<file path="src/hw/rtl/cdg_pkg.sv">
`timescale 1ns / 1ps
package cdg_pkg;

    // Configuration port
    localparam int CFG_BITS       = 7;
    localparam int CFG_INDEX_BITS = 4;

    localparam logic [CFG_INDEX_BITS-1:0] REG_ROWS_IN_USE = 4'd0;
    localparam logic [CFG_INDEX_BITS-1:0] REG_COLS_IN_USE = 4'd1;

    localparam int DIM_MIN   = 2;
    localparam int DIM_RESET = 10;

    // Operand slots carried with each job
    localparam int NUM_OPS     = 8;
    localparam int OP_PIX      = 0;  // incoming pixel, row r column c
    localparam int OP_ABOVE    = 1;  // row r-2 column c, or row r-1 on the second row
    localparam int OP_RIGHT    = 2;  // row r-1 column c+1, or itself on the last column
    localparam int OP_LEFT     = 3;  // row r-1 column c-1, or itself on the first column
    localparam int OP_PREV_PIX = 4;  // row r column c-1
    localparam int OP_PREV_MID = 5;  // row r-1 column c-1
    localparam int OP_LEFT2    = 6;  // row r column c-2, or c-1 on the second column
    localparam int OP_MID      = 7;  // row r-1 column c

    // Which results a job gives
    typedef struct packed {
        logic emit_last;   // final position of the frame
        logic emit_left;   // last-row position to the left
        logic emit_above;  // position above the pixel
    } job_ctrl_t;

    typedef enum logic [2:0] {
        KIND_ABOVE = 3'b001,
        KIND_LEFT  = 3'b010,
        KIND_LAST  = 3'b100
    } kind_t;

endpackage

</file>
<file path="src/hw/rtl/cdg_ram.sv">
`timescale 1ns / 1ps
module cdg_ram #(
    parameter int WIDTH = 32,
    parameter int DEPTH = 64
) (
    input  logic                             aclk,
    input  logic                             wr_en,
    input  logic [$clog2(DEPTH)-1:0]         wr_addr,
    input  logic [WIDTH-1:0]                 wr_data,
    input  logic                             rd_en,
    input  logic [$clog2(DEPTH)-1:0]         rd_addr,
    output logic [WIDTH-1:0]                 rd_data
);

    logic [WIDTH-1:0] mem [DEPTH];
    logic [WIDTH-1:0] rd_data_reg;

    always_ff @(posedge aclk) begin
        if (wr_en) begin
            mem[wr_addr] <= wr_data;
        end
        if (rd_en) begin
            rd_data_reg <= mem[rd_addr];
        end
    end

    assign rd_data = rd_data_reg;

endmodule

</file>
<file path="src/hw/rtl/cdg_front.sv">
`timescale 1ns / 1ps
module cdg_front #(
    parameter int MAX_DIM    = 64,
    parameter int PIXEL_BITS = 16
) (
    input  logic                                          aclk,
    input  logic                                          aresetn,
    input  logic                                          cfg_valid,
    output logic                                          cfg_ready,
    input  logic [cdg_pkg::CFG_INDEX_BITS-1:0]            cfg_index,
    input  logic [cdg_pkg::CFG_BITS-1:0]                  cfg_data,
    input  logic                                          s_valid,
    output logic                                          s_ready,
    input  logic signed [PIXEL_BITS-1:0]                  s_pixel,
    output logic                                          job_valid,
    input  logic                                          job_ready,
    output cdg_pkg::job_ctrl_t                            job_ctrl,
    output logic [$clog2(MAX_DIM)-1:0]                    job_row,
    output logic [$clog2(MAX_DIM)-1:0]                    job_col,
    output logic [cdg_pkg::NUM_OPS-1:0][PIXEL_BITS-1:0]   job_ops
);

    localparam int IDX_W   = $clog2(MAX_DIM);
    localparam int CW      = cdg_pkg::CFG_BITS;
    localparam int CMP_W   = (IDX_W + 1 > CW) ? IDX_W + 1 : CW;
    localparam int DIM_CAP = (MAX_DIM < (1 << CW)) ? MAX_DIM : (1 << CW) - 1;
    localparam int DIM_RST = (MAX_DIM < cdg_pkg::DIM_RESET) ? MAX_DIM : cdg_pkg::DIM_RESET;

    localparam logic [CW-1:0] DIM_MAX_V = CW'(DIM_CAP);
    localparam logic [CW-1:0] DIM_MIN_V = CW'(cdg_pkg::DIM_MIN);
    localparam logic [CW-1:0] DIM_RST_V = CW'(DIM_RST);

    function automatic logic [CW-1:0] clamp_dim(input logic [CW-1:0] v);
        logic [CW-1:0] r;
        r = v;
        if (v < DIM_MIN_V) begin
            r = DIM_MIN_V;
        end else if (v > DIM_MAX_V) begin
            r = DIM_MAX_V;
        end
        return r;
    endfunction

    logic [CW-1:0]    rows_reg;
    logic [CW-1:0]    cols_reg;
    logic [IDX_W-1:0] row_reg;
    logic [IDX_W-1:0] col_reg;

    logic [PIXEL_BITS-1:0] prev_pix_reg;
    logic [PIXEL_BITS-1:0] prev2_pix_reg;
    logic [PIXEL_BITS-1:0] prev_mid_reg;

    logic                                        job_valid_reg;
    cdg_pkg::job_ctrl_t                          job_ctrl_reg;
    logic [IDX_W-1:0]                            job_row_reg;
    logic [IDX_W-1:0]                            job_col_reg;
    logic                                        last_col_reg;
    logic [cdg_pkg::NUM_OPS-1:0][PIXEL_BITS-1:0] ops_reg;

    logic                        accept;
    logic                        last_col;
    logic                        last_row;
    logic [IDX_W-1:0]            col_ahead;
    logic [2*PIXEL_BITS-1:0]     rd_data;
    logic [PIXEL_BITS-1:0]       mid;
    logic [PIXEL_BITS-1:0]       old;

    assign cfg_ready = 1'b1;
    assign s_ready   = !job_valid_reg || job_ready;
    assign accept    = s_valid && s_ready;

    assign last_col  = (CMP_W'(col_reg) + CMP_W'(1)) == CMP_W'(cols_reg);
    assign last_row  = (CMP_W'(row_reg) + CMP_W'(1)) == CMP_W'(rows_reg);
    assign col_ahead = last_col ? '0 : col_reg + IDX_W'(1);

    // Entry holds {older row, newer row} of one column
    assign mid = rd_data[PIXEL_BITS-1:0];
    assign old = rd_data[2*PIXEL_BITS-1:PIXEL_BITS];

    // Read one column ahead while the current one is rewritten
    cdg_ram #(
        .WIDTH (2 * PIXEL_BITS),
        .DEPTH (MAX_DIM)
    ) u_line_ram (
        .aclk    (aclk),
        .wr_en   (accept),
        .wr_addr (col_reg),
        .wr_data ({mid, s_pixel}),
        .rd_en   (accept),
        .rd_addr (col_ahead),
        .rd_data (rd_data)
    );

    // Configuration and position counters
    always_ff @(posedge aclk) begin
        if (!aresetn) begin
            rows_reg <= DIM_RST_V;
            cols_reg <= DIM_RST_V;
            row_reg  <= '0;
            col_reg  <= '0;
        end else if (cfg_valid) begin
            unique case (cfg_index)
                cdg_pkg::REG_ROWS_IN_USE: begin
                    rows_reg <= clamp_dim(cfg_data);
                    row_reg  <= '0;
                    col_reg  <= '0;
                end
                cdg_pkg::REG_COLS_IN_USE: begin
                    cols_reg <= clamp_dim(cfg_data);
                    row_reg  <= '0;
                    col_reg  <= '0;
                end
                default: begin
                end
            endcase
        end else if (accept) begin
            if (last_col) begin
                col_reg <= '0;
                row_reg <= last_row ? '0 : row_reg + IDX_W'(1);
            end else begin
                col_reg <= col_reg + IDX_W'(1);
            end
        end
    end

    always_ff @(posedge aclk) begin
        if (!aresetn) begin
            job_valid_reg <= 1'b0;
        end else if (accept) begin
            job_valid_reg <= 1'b1;
        end else if (job_ready) begin
            job_valid_reg <= 1'b0;
        end
    end

    // Classify the pixel and gather its neighbours
    always_ff @(posedge aclk) begin
        if (accept) begin
            job_ctrl_reg.emit_above <= row_reg != '0;
            job_ctrl_reg.emit_left  <= last_row && (col_reg != '0);
            job_ctrl_reg.emit_last  <= last_row && last_col;
            job_row_reg             <= row_reg;
            job_col_reg             <= col_reg;
            last_col_reg            <= last_col;

            ops_reg[cdg_pkg::OP_PIX]      <= s_pixel;
            ops_reg[cdg_pkg::OP_ABOVE]    <= (row_reg == IDX_W'(1)) ? mid : old;
            ops_reg[cdg_pkg::OP_RIGHT]    <= mid;
            ops_reg[cdg_pkg::OP_LEFT]     <= (col_reg == '0) ? mid : prev_mid_reg;
            ops_reg[cdg_pkg::OP_PREV_PIX] <= prev_pix_reg;
            ops_reg[cdg_pkg::OP_PREV_MID] <= prev_mid_reg;
            ops_reg[cdg_pkg::OP_LEFT2]    <= (col_reg == IDX_W'(1)) ? prev_pix_reg
                                                                    : prev2_pix_reg;
            ops_reg[cdg_pkg::OP_MID]      <= mid;

            prev2_pix_reg <= prev_pix_reg;
            prev_pix_reg  <= s_pixel;
            prev_mid_reg  <= mid;
        end
    end

    // Right neighbour: look-ahead read made on accept, or OP_MID on the last column
    always_comb begin
        job_ops = ops_reg;
        job_ops[cdg_pkg::OP_RIGHT] = last_col_reg ? ops_reg[cdg_pkg::OP_MID] : mid;
    end

    assign job_valid = job_valid_reg;
    assign job_ctrl  = job_ctrl_reg;
    assign job_row   = job_row_reg;
    assign job_col   = job_col_reg;

endmodule

</file>
<file path="src/hw/rtl/cdg_queue.sv">
`timescale 1ns / 1ps
module cdg_queue #(
    parameter int WIDTH = 32,
    parameter int DEPTH = 2
) (
    input  logic             aclk,
    input  logic             aresetn,
    input  logic             push_valid,
    output logic             push_ready,
    input  logic [WIDTH-1:0] push_data,
    output logic             pop_valid,
    input  logic             pop_ready,
    output logic [WIDTH-1:0] pop_data
);

    localparam int PW = $clog2(DEPTH);

    logic [WIDTH-1:0] entries_reg [DEPTH];
    logic [PW-1:0]    wr_ptr_reg;
    logic [PW-1:0]    rd_ptr_reg;
    logic [PW:0]      count_reg;
    logic             do_push;
    logic             do_pop;

    assign push_ready = count_reg != (PW + 1)'(DEPTH);
    assign pop_valid  = count_reg != '0;
    assign pop_data   = entries_reg[rd_ptr_reg];
    assign do_push    = push_valid && push_ready;
    assign do_pop     = pop_valid && pop_ready;

    always_ff @(posedge aclk) begin
        if (!aresetn) begin
            wr_ptr_reg <= '0;
            rd_ptr_reg <= '0;
            count_reg  <= '0;
        end else begin
            if (do_push) begin
                wr_ptr_reg <= (wr_ptr_reg == PW'(DEPTH - 1)) ? '0 : wr_ptr_reg + PW'(1);
            end
            if (do_pop) begin
                rd_ptr_reg <= (rd_ptr_reg == PW'(DEPTH - 1)) ? '0 : rd_ptr_reg + PW'(1);
            end
            if (do_push && !do_pop) begin
                count_reg <= count_reg + (PW + 1)'(1);
            end else if (do_pop && !do_push) begin
                count_reg <= count_reg - (PW + 1)'(1);
            end
        end
    end

    always_ff @(posedge aclk) begin
        if (do_push) begin
            entries_reg[wr_ptr_reg] <= push_data;
        end
    end

endmodule

</file>
<file path="src/hw/rtl/cdg_back.sv">
`timescale 1ns / 1ps
module cdg_back #(
    parameter int MAX_DIM    = 64,
    parameter int PIXEL_BITS = 16
) (
    input  logic                                          aclk,
    input  logic                                          aresetn,
    input  logic                                          job_valid,
    output logic                                          job_ready,
    input  cdg_pkg::job_ctrl_t                            job_ctrl,
    input  logic [$clog2(MAX_DIM)-1:0]                    job_row,
    input  logic [$clog2(MAX_DIM)-1:0]                    job_col,
    input  logic [cdg_pkg::NUM_OPS-1:0][PIXEL_BITS-1:0]   job_ops,
    output logic                                          m_valid,
    input  logic                                          m_ready,
    output logic [$clog2(MAX_DIM)-1:0]                    m_row_index,
    output logic [$clog2(MAX_DIM)-1:0]                    m_col_index,
    output logic signed [PIXEL_BITS-1:0]                  m_row_gradient,
    output logic signed [PIXEL_BITS-1:0]                  m_col_gradient,
    output logic                                          m_frame_last
);

    localparam int IDX_W = $clog2(MAX_DIM);
    localparam int DW    = PIXEL_BITS + 1;

    // (x - y) / 2, truncated toward zero
    function automatic logic [PIXEL_BITS-1:0] half_diff(input logic [PIXEL_BITS-1:0] x,
                                                         input logic [PIXEL_BITS-1:0] y);
        logic signed [DW-1:0] d;
        logic signed [DW-1:0] s;
        logic signed [DW-1:0] h;
        d = $signed({x[PIXEL_BITS-1], x}) - $signed({y[PIXEL_BITS-1], y});
        s = d + DW'(d[DW-1]);
        h = s >>> 1;
        return h[PIXEL_BITS-1:0];
    endfunction

    cdg_pkg::job_ctrl_t done_reg;
    cdg_pkg::job_ctrl_t done_next;
    cdg_pkg::kind_t     kind;

    logic [2:0]            pend;
    logic [2:0]            rest;
    logic                  out_free;
    logic                  emit;
    logic [PIXEL_BITS-1:0] row_min;
    logic [PIXEL_BITS-1:0] row_sub;
    logic [PIXEL_BITS-1:0] col_min;
    logic [PIXEL_BITS-1:0] col_sub;
    logic [IDX_W-1:0]      sel_row;
    logic [IDX_W-1:0]      sel_col;
    logic                  sel_last;

    logic                  m_valid_reg;
    logic [IDX_W-1:0]      row_index_reg;
    logic [IDX_W-1:0]      col_index_reg;
    logic [PIXEL_BITS-1:0] row_grad_reg;
    logic [PIXEL_BITS-1:0] col_grad_reg;
    logic                  frame_last_reg;

    assign pend     = job_ctrl & ~done_reg;
    assign out_free = !m_valid_reg || m_ready;

    // Oldest outstanding result of the job first
    always_comb begin
        kind = cdg_pkg::KIND_LAST;
        if (pend[1]) begin
            kind = cdg_pkg::KIND_LEFT;
        end
        if (pend[0]) begin
            kind = cdg_pkg::KIND_ABOVE;
        end
    end

    assign rest      = pend & ~kind;
    assign emit      = job_valid && (pend != '0) && out_free;
    assign job_ready = job_valid && ((pend == '0) || (out_free && (rest == '0)));

    always_comb begin
        done_next = done_reg;
        if (job_ready) begin
            done_next = '0;
        end else if (emit) begin
            done_next = done_reg | kind;
        end
    end

    always_comb begin
        unique case (kind)
            cdg_pkg::KIND_ABOVE: begin
                row_min  = job_ops[cdg_pkg::OP_PIX];
                row_sub  = job_ops[cdg_pkg::OP_ABOVE];
                col_min  = job_ops[cdg_pkg::OP_RIGHT];
                col_sub  = job_ops[cdg_pkg::OP_LEFT];
                sel_row  = job_row - IDX_W'(1);
                sel_col  = job_col;
                sel_last = 1'b0;
            end
            cdg_pkg::KIND_LEFT: begin
                row_min  = job_ops[cdg_pkg::OP_PREV_PIX];
                row_sub  = job_ops[cdg_pkg::OP_PREV_MID];
                col_min  = job_ops[cdg_pkg::OP_PIX];
                col_sub  = job_ops[cdg_pkg::OP_LEFT2];
                sel_row  = job_row;
                sel_col  = job_col - IDX_W'(1);
                sel_last = 1'b0;
            end
            cdg_pkg::KIND_LAST: begin
                row_min  = job_ops[cdg_pkg::OP_PIX];
                row_sub  = job_ops[cdg_pkg::OP_MID];
                col_min  = job_ops[cdg_pkg::OP_PIX];
                col_sub  = job_ops[cdg_pkg::OP_PREV_PIX];
                sel_row  = job_row;
                sel_col  = job_col;
                sel_last = 1'b1;
            end
            default: begin
                row_min  = '0;
                row_sub  = '0;
                col_min  = '0;
                col_sub  = '0;
                sel_row  = '0;
                sel_col  = '0;
                sel_last = 1'b0;
            end
        endcase
    end

    always_ff @(posedge aclk) begin
        if (!aresetn) begin
            done_reg    <= '0;
            m_valid_reg <= 1'b0;
        end else begin
            done_reg <= done_next;
            if (emit) begin
                m_valid_reg <= 1'b1;
            end else if (m_ready) begin
                m_valid_reg <= 1'b0;
            end
        end
    end

    always_ff @(posedge aclk) begin
        if (emit) begin
            row_index_reg  <= sel_row;
            col_index_reg  <= sel_col;
            row_grad_reg   <= half_diff(row_min, row_sub);
            col_grad_reg   <= half_diff(col_min, col_sub);
            frame_last_reg <= sel_last;
        end
    end

    assign m_valid        = m_valid_reg;
    assign m_row_index    = row_index_reg;
    assign m_col_index    = col_index_reg;
    assign m_row_gradient = row_grad_reg;
    assign m_col_gradient = col_grad_reg;
    assign m_frame_last   = frame_last_reg;

endmodule

</file>
<file path="src/hw/rtl/central_difference_gradient_unit.sv">
// Path: a pixel goes as a job through the front's job register and the two-entry queue to the
//   output register; results trail the pixels by one row, and by one column on the last row.
// Throughput: one pixel per cycle while m_ready is set, on all rows but the last, where each
//   pixel after the first gives two results through the single output register; the frame's
//   final pixel gives three.
// Reset: synchronous, active-low aresetn empties the pipeline, zeroes the position counters and
//   sets both frame dimensions to 10 (MAX_DIM if less). The line store is not cleared.
`timescale 1ns / 1ps
module central_difference_gradient_unit #(
    parameter int MAX_DIM    = 64,
    parameter int PIXEL_BITS = 16
) (
    input  logic                                  aclk,
    input  logic                                  aresetn,
    // configuration writes
    input  logic                                  cfg_valid,
    output logic                                  cfg_ready,
    input  logic [cdg_pkg::CFG_INDEX_BITS-1:0]    cfg_index,
    input  logic [cdg_pkg::CFG_BITS-1:0]          cfg_data,
    // pixel stream in
    input  logic                                  s_valid,
    output logic                                  s_ready,
    input  logic signed [PIXEL_BITS-1:0]          s_pixel,
    // gradient results out
    output logic                                  m_valid,
    input  logic                                  m_ready,
    output logic [$clog2(MAX_DIM)-1:0]            m_row_index,
    output logic [$clog2(MAX_DIM)-1:0]            m_col_index,
    output logic signed [PIXEL_BITS-1:0]          m_row_gradient,
    output logic signed [PIXEL_BITS-1:0]          m_col_gradient,
    output logic                                  m_frame_last
);

    localparam int IDX_W  = $clog2(MAX_DIM);
    localparam int OPS_W  = cdg_pkg::NUM_OPS * PIXEL_BITS;
    localparam int CTRL_W = $bits(cdg_pkg::job_ctrl_t);
    localparam int JOB_W  = CTRL_W + 2 * IDX_W + OPS_W;

    // Front to queue
    logic                                        f_valid;
    logic                                        f_ready;
    cdg_pkg::job_ctrl_t                          f_ctrl;
    logic [IDX_W-1:0]                            f_row;
    logic [IDX_W-1:0]                            f_col;
    logic [cdg_pkg::NUM_OPS-1:0][PIXEL_BITS-1:0] f_ops;

    // Queue to back
    logic                                        b_valid;
    logic                                        b_ready;
    cdg_pkg::job_ctrl_t                          b_ctrl;
    logic [IDX_W-1:0]                            b_row;
    logic [IDX_W-1:0]                            b_col;
    logic [cdg_pkg::NUM_OPS-1:0][PIXEL_BITS-1:0] b_ops;

    logic [JOB_W-1:0] push_word;
    logic [JOB_W-1:0] pop_word;

    // Front: take pixels, keep the line store and position, decide which results
    // each pixel owes and gather the neighbours they need.
    cdg_front #(
        .MAX_DIM    (MAX_DIM),
        .PIXEL_BITS (PIXEL_BITS)
    ) u_front (
        .aclk      (aclk),
        .aresetn   (aresetn),
        .cfg_valid (cfg_valid),
        .cfg_ready (cfg_ready),
        .cfg_index (cfg_index),
        .cfg_data  (cfg_data),
        .s_valid   (s_valid),
        .s_ready   (s_ready),
        .s_pixel   (s_pixel),
        .job_valid (f_valid),
        .job_ready (f_ready),
        .job_ctrl  (f_ctrl),
        .job_row   (f_row),
        .job_col   (f_col),
        .job_ops   (f_ops)
    );

    // Two-entry queue: lets the front keep taking pixels while the back
    // works through the double results of the last row.
    assign push_word = {f_ctrl, f_row, f_col, f_ops};

    cdg_queue #(
        .WIDTH (JOB_W),
        .DEPTH (2)
    ) u_queue (
        .aclk       (aclk),
        .aresetn    (aresetn),
        .push_valid (f_valid),
        .push_ready (f_ready),
        .push_data  (push_word),
        .pop_valid  (b_valid),
        .pop_ready  (b_ready),
        .pop_data   (pop_word)
    );

    assign {b_ctrl, b_row, b_col, b_ops} = pop_word;

    // Back: one result per cycle into the output register while m_ready allows, in job order;
    // jobs that owe nothing (first row) are dropped at once.
    cdg_back #(
        .MAX_DIM    (MAX_DIM),
        .PIXEL_BITS (PIXEL_BITS)
    ) u_back (
        .aclk           (aclk),
        .aresetn        (aresetn),
        .job_valid      (b_valid),
        .job_ready      (b_ready),
        .job_ctrl       (b_ctrl),
        .job_row        (b_row),
        .job_col        (b_col),
        .job_ops        (b_ops),
        .m_valid        (m_valid),
        .m_ready        (m_ready),
        .m_row_index    (m_row_index),
        .m_col_index    (m_col_index),
        .m_row_gradient (m_row_gradient),
        .m_col_gradient (m_col_gradient),
        .m_frame_last   (m_frame_last)
    );

endmodule

</file>
<file path="config.mk">
export PLATFORM = sky130hd
export DESIGN_NAME = central_difference_gradient_unit
export DESIGN_NICKNAME = d
export VERILOG_FILES = /design/src/hw/rtl/cdg_pkg.sv /design/src/hw/rtl/cdg_ram.sv /design/src/hw/rtl/cdg_front.sv /design/src/hw/rtl/cdg_queue.sv /design/src/hw/rtl/cdg_back.sv /design/src/hw/rtl/central_difference_gradient_unit.sv
export SDC_FILE = /design/constraint.sdc
export NUM_CORES = 2
export LEC_CHECK = 0
export BUFFER_PORTS_ARGS = -buffer_cell sky130_fd_sc_hd__buf_2
export CAP_MARGIN = 0
export CORE_MARGIN = 2
export CORE_UTILIZATION = 60
export DETAILED_ROUTE_END_ITERATION = 10
export HOLD_SLACK_MARGIN = 0.1
export MAX_ROUTING_LAYER = met4
export PLACE_DENSITY = 0.76
export SKIP_LAST_GASP = 1
export SYNTH_ARGS = -nofsm -noshare
export SYNTH_HDL_FRONTEND = slang
export SYNTH_HIERARCHICAL = 1
export SYNTH_SLANG_ARGS = --single-unit
</file>
<file path="constraint.sdc">
create_clock -name aclk -period 9.7 [get_ports aclk]
set_input_delay 0.485 -clock aclk [delete_from_list [all_inputs] [get_ports aclk]]
set_output_delay 0.485 -clock aclk [all_outputs]
set_load 0.05 [all_outputs]
</file>
Word level (Yosys, flattened, before mapping). Memory sizes are Yosys's and may differ from the RTL's. A register that Yosys moved wholly into a read port is not among the register bits. Cells that the tools add are included.

Bits in registers: 208. RAM bits: 2334. Input port bits: 32. Output and inout bits: 48. Memories kept: 2.

$add $sub $neg: 14. $lt $le $gt $ge: 2. Equal/unequal tests: 10. Muxes and demuxes: 37. Bitwise operators: 6. Reductions and logical operators: 39.

Memory list: u_front.u_line_ram.mem (words 64, width 32, rd ports 1, clocked after Yosys merged registers in 1, wr ports 1, RTL line cdg_ram.sv:15) `logic [WIDTH-1:0] mem [DEPTH];`; u_queue.entries_reg (words 2, width 143, rd ports 1, clocked after Yosys merged registers in 1, wr ports 1, RTL line cdg_queue.sv:18) `logic [WIDTH-1:0] entries_reg [DEPTH];`.

Operator list (count): case mux 16 bit (3 select lines) (2); 2-to-1 mux 16 bit (4); case mux 16 bit (2 select lines) (2); 2-to-1 mux 6 bit (8); adder 17 x 1 -> 17 bit (2); subtractor 16 x 16 -> 17 bit (2); case mux 6 bit (2 select lines) (2); adder 6 x 1 -> 7 bit, second input constant (2); equality test 7 bit (2); 2-to-1 mux 7 bit (2); 2-to-1 mux 1 bit (13); adder 6 x 1 -> 6 bit, second input constant (2); equality test 6 x 1 -> 1 bit, second input constant (2); nonzero test 2 bit (6); nonzero test 6 bit (2); subtractor 6 x 1 -> 6 bit, second input constant (2); logical AND 1 bit (11); OR reduction 2 bit (4); > comparator 7 bit, second input constant (1); less-than comparator 7 x 2 -> 1 bit, second input constant (1); bitwise AND 3 bit (2); logical NOT 3 bit (2); logical NOT 6 bit (1); 2-to-1 mux 3 bit (2); 18 further kinds (29).

Longest topological paths before layout.
Word-level depth: 14. Depth in mapped cells: 19. Gate-level depth less buffers: 15.

By module. The synthesis kept the hierarchy.

By module, submodules not included: cdg_ram (times used 1, cells each 3324, area an instance 78835.6 um^2, seq. area each 62459.9 um^2); cdg_queue (times used 1, cells each 469, area an instance 10840.4 um^2, seq. area each 8688.3 um^2); cdg_front (times used 1, cells each 431, area an instance 6473.7 um^2, seq. area each 4384.2 um^2); cdg_back (times used 1, cells each 608, area an instance 4839.6 um^2, seq. area each 1431.4 um^2).

Worst setup path before layout. OpenSTA, ideal clock, no wires.

Path kind: register to register. Start point: register u_queue.count_reg[0]. End point: memory u_front.u_line_ram.mem[48][0] (enable). Data arrival time: 7.123 ns. Required time: 9.239 ns. Path slack: 2.116 ns. Stages on the path, launching flop included: 8. Path buffers: 0. Path through: dfxtp_1 -> nand2b_4 -> nand2b_1 -> nand2_1 -> inv_1 -> nor2b_1 -> nand4b_1 -> nor3_1.

Cells in the longest elaborated chain, start to end: 5.

RTL lines: from (decl) (RTL line cdg_queue.sv:21) `logic [PW:0] count_reg;`; from (signal assigned) (RTL line cdg_queue.sv:44) `count_reg <= count_reg + (PW + 1)'(1);`; from (signal assigned) (RTL line cdg_queue.sv:46) `count_reg <= count_reg - (PW + 1)'(1);`; inequality test 2 bit (RTL line cdg_queue.sv:25) `assign push_ready = count_reg != (PW + 1)'(DEPTH);`; named net f_ready (RTL line central_difference_gradient_unit.sv:41) `logic f_ready;`; logical OR 1 bit (RTL line cdg_front.sv:69) `assign s_ready = !job_valid_reg || job_ready;`; named net s_ready (RTL line central_difference_gradient_unit.sv:22) `output logic s_ready,`; logical AND 1 bit (RTL line cdg_front.sv:70) `assign accept = s_valid && s_ready;`; named net u_front.accept (RTL line cdg_front.sv:60) `logic accept;`; 2-to-1 mux 1 bit (RTL line cdg_ram.sv:19) `if (wr_en) begin`; 2-to-1 mux 1 bit (implied by the code) (RTL line cdg_ram.sv:20) `mem[wr_addr] <= wr_data;`; to (decl) (RTL line cdg_ram.sv:15).

The timed path passes the listed nets, and every way through them passes these cells.

Final worst setup path.
Start point: register u_front.col_reg[0]. End point: register u_front.u_line_ram.rd_data_reg[4] (netlist: u_front/u_line_ram/rd_data[4]), read port of u_front.u_line_ram.mem (data pin).

Cells in the longest elaborated chain, start to end: 3. Elaborated cells between the ends (all ways): 4.

RTL lines: from (decl) (RTL line cdg_front.sv:47) `logic [IDX_W-1:0] col_reg;`; from (signal assigned) (RTL line cdg_front.sv:121) `col_reg <= col_reg + IDX_W'(1);`; adder 6 x 1 -> 7 bit (RTL line cdg_front.sv:72) `assign last_col = (CMP_W'(col_reg) + CMP_W'(1)) == CMP_W'(cols_reg);`; equality test 7 bit (RTL line cdg_front.sv:72); 2-to-1 mux 6 bit * (RTL line cdg_front.sv:74) `assign col_ahead = last_col ? '0 : col_reg + IDX_W'(1);`; named net u_front.col_ahead[2] (RTL line cdg_front.sv:63) `logic [IDX_W-1:0] col_ahead;`; to (decl) (RTL line cdg_ram.sv:16) `logic [WIDTH-1:0] rd_data_reg;`.

The timed path passes the listed nets; every way through them passes the cells marked *. A chain may end at the register's enable or synchronous reset.

==> flow_metrics.tcl <==
set metrics [dict create \
    rr_startpoint "u_front/col_reg[0]$_SDFFE_PN0P_" \
    path_clk_slew_ns 0.06 \
    htreeDepth 4 \
    wl_um 249400 \
    synth.cell_area_um2 101000 \
    pre_cts_slack_ns 3.324 \
    overflow 0 \
    p_per_area_nw_per_um2 229.5 \
    ir_drop_uv 173.5 \
    ys_async_sr_fraction_pct 0 \
    setup-violations-final 0 \
    synth_cell_types 91 \
    outcome "completed" \
    cts_buffers 236 \
    finalHoldViolCount 0 \
    insertion_delay_ns 0.88 \
    fmax_mhz 153.8 \
    required_ns 10.27 \
    whs_path_depth 4 \
    cts_tree "yes" \
    fin_crit_ns 6.500 \
    wl_per_cell_um 33.36 \
    drtIter0Drc 7660 \
    skew_ns 0.04185 \
    cp_max_fo 105 \
    finalSetupTns_ns 0 \
    drc 0 \
    hold_slack_ns 0.2839 \
    synth_edf_count 2539 \
    gp_congestion 0.8666 \
    synth_ff_type "edfxtp_1" \
    nets 5145 \
    fin_ws_ns 3.200 \
    die-area_um2 171600 \
    drive_gt1_share_pct 27.44 \
    num_rows 150 \
    post-cts-setup-buffers 0 \
    die-width_um 414.3 \
    synth_top_area_share_pct 75.50 \
    p_leak_nw 35.84 \
    critical_path_class "reg2reg" \
    grt_start_max_net_pins 122 \
    viasPerCell 6.808 \
    clock_path_buffers 3 \
    core_um2 167200 \
    start_util_pct 60.39 \
    hold_class "in2reg" \
    dp_hpwl_um 127200 \
    syn_inst 4832 \
    cts.sinks 2575 \
    fp.dieH_um 414.3 \
    largest_reg_flops 2048 \
    r2r_slack_ns 3.20 \
    fin_crit_sh_pct 67.01 \
    arrival_ns 7.07 \
    ios 80 \
    vias 50900 \
    drv_slew 0 \
    ys_seq_elements 2575 \
    min_from "cfg_index[3]" \
    grt_usage_pct 30.13 \
    reg2reg_depth 14 \
    worst_slew_pin_slew_ns 1.403 \
    cts_root_buf "clkbuf_16" \
    cp-end-kind "register" \
    synth_seq_area_share_pct 76.21 \
    syn-num-nets 4907 \
    rsz0062_at_grt "no" \
    yosys_warnings 6 \
    grt_pass1_vias 50970 \
    syn_avg_cell_area_um2 20.90 \
    synth_area_leaders "edfxtp_1 (75%), mux4_2 (12%), mux2_2 (1.7%)" \
    r2r-end "u_front/u_line_ram/rd_data[4]$_DFFE_PP_" \
    hold_end "u_front/row_reg[1]$_SDFFE_PN0P_" \
    cp-start-kind "register" \
    first_pass_iters 6 \
    cap_violations 0 \
    port_buffers 78 \
    antenna_found_initial 12 \
    grt_pass1_wl_um 359900 \
    postCtsHoldBufs 18 \
    yosys.area.top_type "edfxtp_1" \
    maxSlewHeadroom_pct 6.114 \
    ctsResizeCount 0 \
    ant_nets 0 \
    syn2layout_area_growth_pct 11.44 \
]
## layer usage
| layer | global-route usage, % | wire length [µm] | vias to the layer above |
|---|---|---|---|
| li1 | - | - | 20410 |
| met1 | 40.38 | 90170 | 26450 |
| met2 | 46.64 | 120400 | 3476 |
| met3 | 6.378 | 29230 | 569 |
| met4 | 10.48 | 9626 | 0 |
| met5 | - | 0 | - |
## worst max-delay path by stage
stage	from	end	slack [ns]	depth (start not counted)
after floorplan	u_queue/count_reg[0]$_SDFFE_PN0P_	u_front/u_line_ram/mem[48][0]$_DFFE_PP_	2.12	7
after global placement	u_front/col_reg[0]$_SDFFE_PN0P_	u_front/u_line_ram/rd_data[15]$_DFFE_PP_	3.43	12
after detailed placement	u_front/col_reg[0]$_SDFFE_PN0P_	u_front/u_line_ram/rd_data[15]$_DFFE_PP_	3.32	12
after CTS	u_front/col_reg[0]$_SDFFE_PN0P_	u_front/u_line_ram/rd_data[15]$_DFFE_PP_	3.30	12
after global routing	u_front/col_reg[0]$_SDFFE_PN0P_	u_front/u_line_ram/rd_data[15]$_DFFE_PP_	3.05	12
final	u_front/col_reg[0]$_SDFFE_PN0P_	u_front/u_line_ram/rd_data[4]$_DFFE_PP_	3.20	14
## stage by stage
stage	area [µm²]	total power (W)	std cells	utilization [%]
6_report	112500	0.02583	7477	67.30
5_1_grt	112500	0.02662	7473	67.30
4_1_cts	112500	0.02590	7470	67.29
3_5_place_dp	104700	0.01681	7018	62.59
3_3_place_gp	104700	0.01673	7018	62.59
2_1_floorplan	101000	0.01587	4832	-
## cells in the mapped netlist (6+ instances only)
cell type / count
a22oi_1: 14
inv_1: 36
or2_2: 6
xnor2_1: 44
buf_1: 30
and3_1: 11
nand2_1: 186
nor2b_1: 27
and2_1: 15
xor2_1: 31
mux2i_1: 99
dfxtp_1: 36
clkbuf_1: 99
ha_1: 41
edfxtp_1: 2539
nand2b_1: 19
nor2_1: 192
o221ai_1: 28
nor3_1: 25
a21oi_1: 172
buf_6: 16
o22ai_1: 84
o21a_1: 9
o21ai_0: 35
a311oi_1: 9
nand3_1: 25
mux2_4: 70
mux4_2: 544
mux2_2: 152
nand4_1: 10
or3_1: 7
buf_2: 66
nand3b_1: 9
buf_4: 29
## cell type report
| cell class | instances | area (µm²) |
|---|---|---|
| Clock buffer | 281 | 6200 |
| Sequential cell | 2575 | 76970 |
| Antenna cell | 7 | 17.52 |
| Fill cell | 9990 | 54680 |
| Multi-Input combinational cell | 1981 | 23220 |
| Inverter | 36 | 147.6 |
| Timing Repair Buffer | 240 | 1752 |
| Tap cell | 2204 | 2758 |
| Clock inverter | 153 | 1483 |
## report_power, final
group / leakage (nW) / total (W) / switching [W] / internal [W]
combinational: 8.77 / 0.00374 / 0.00237 / 0.00137
clock: 3.74 / 0.00921 / 0.00402 / 0.00519
sequential: 23.3 / 0.0129 / 0.000122 / 0.0128
## cells in the final DEF, fill, tap and decap left out, drive strengths merged, types with 84 or more instances in the layout
master / instances
edfxtp: 2539
mux4: 544
clkbuf: 281
mux2: 222
buf: 222
nor2: 193
nand2: 186
a21oi: 172
clkinv: 107
mux2i: 99
o22ai: 84
## critical path, cell delays in order, from the launching register on
cell	delay, ns
dfxtp_1	0.76
ha_1	0.36
nand3_1	0.20
xor2_1	0.23
o32a_1	0.27
and3_1	0.39
nor2_4	0.13
buf_4	0.58
buf_12	0.56
buf_4	0.75
mux4_2	0.41
mux2i_1	0.16
nor2_1	0.06
a311oi_1	0.91
nor3_1	0.14
## cells by family after synthesis
kind of cell / count (synthesis) / share of synthesized area (%)
other cells: 1 / 0.003713
flops: 2575 / 76.21
mux: 865 / 15.85
fa+ha+maj: 43 / 0.5476
simple gates: 575 / 2.717
xor+xnor: 76 / 0.6666
buf+inv: 276 / 1.334
compound gates: 421 / 2.672
Note: power is estimated with default switching activity, not from simulation.
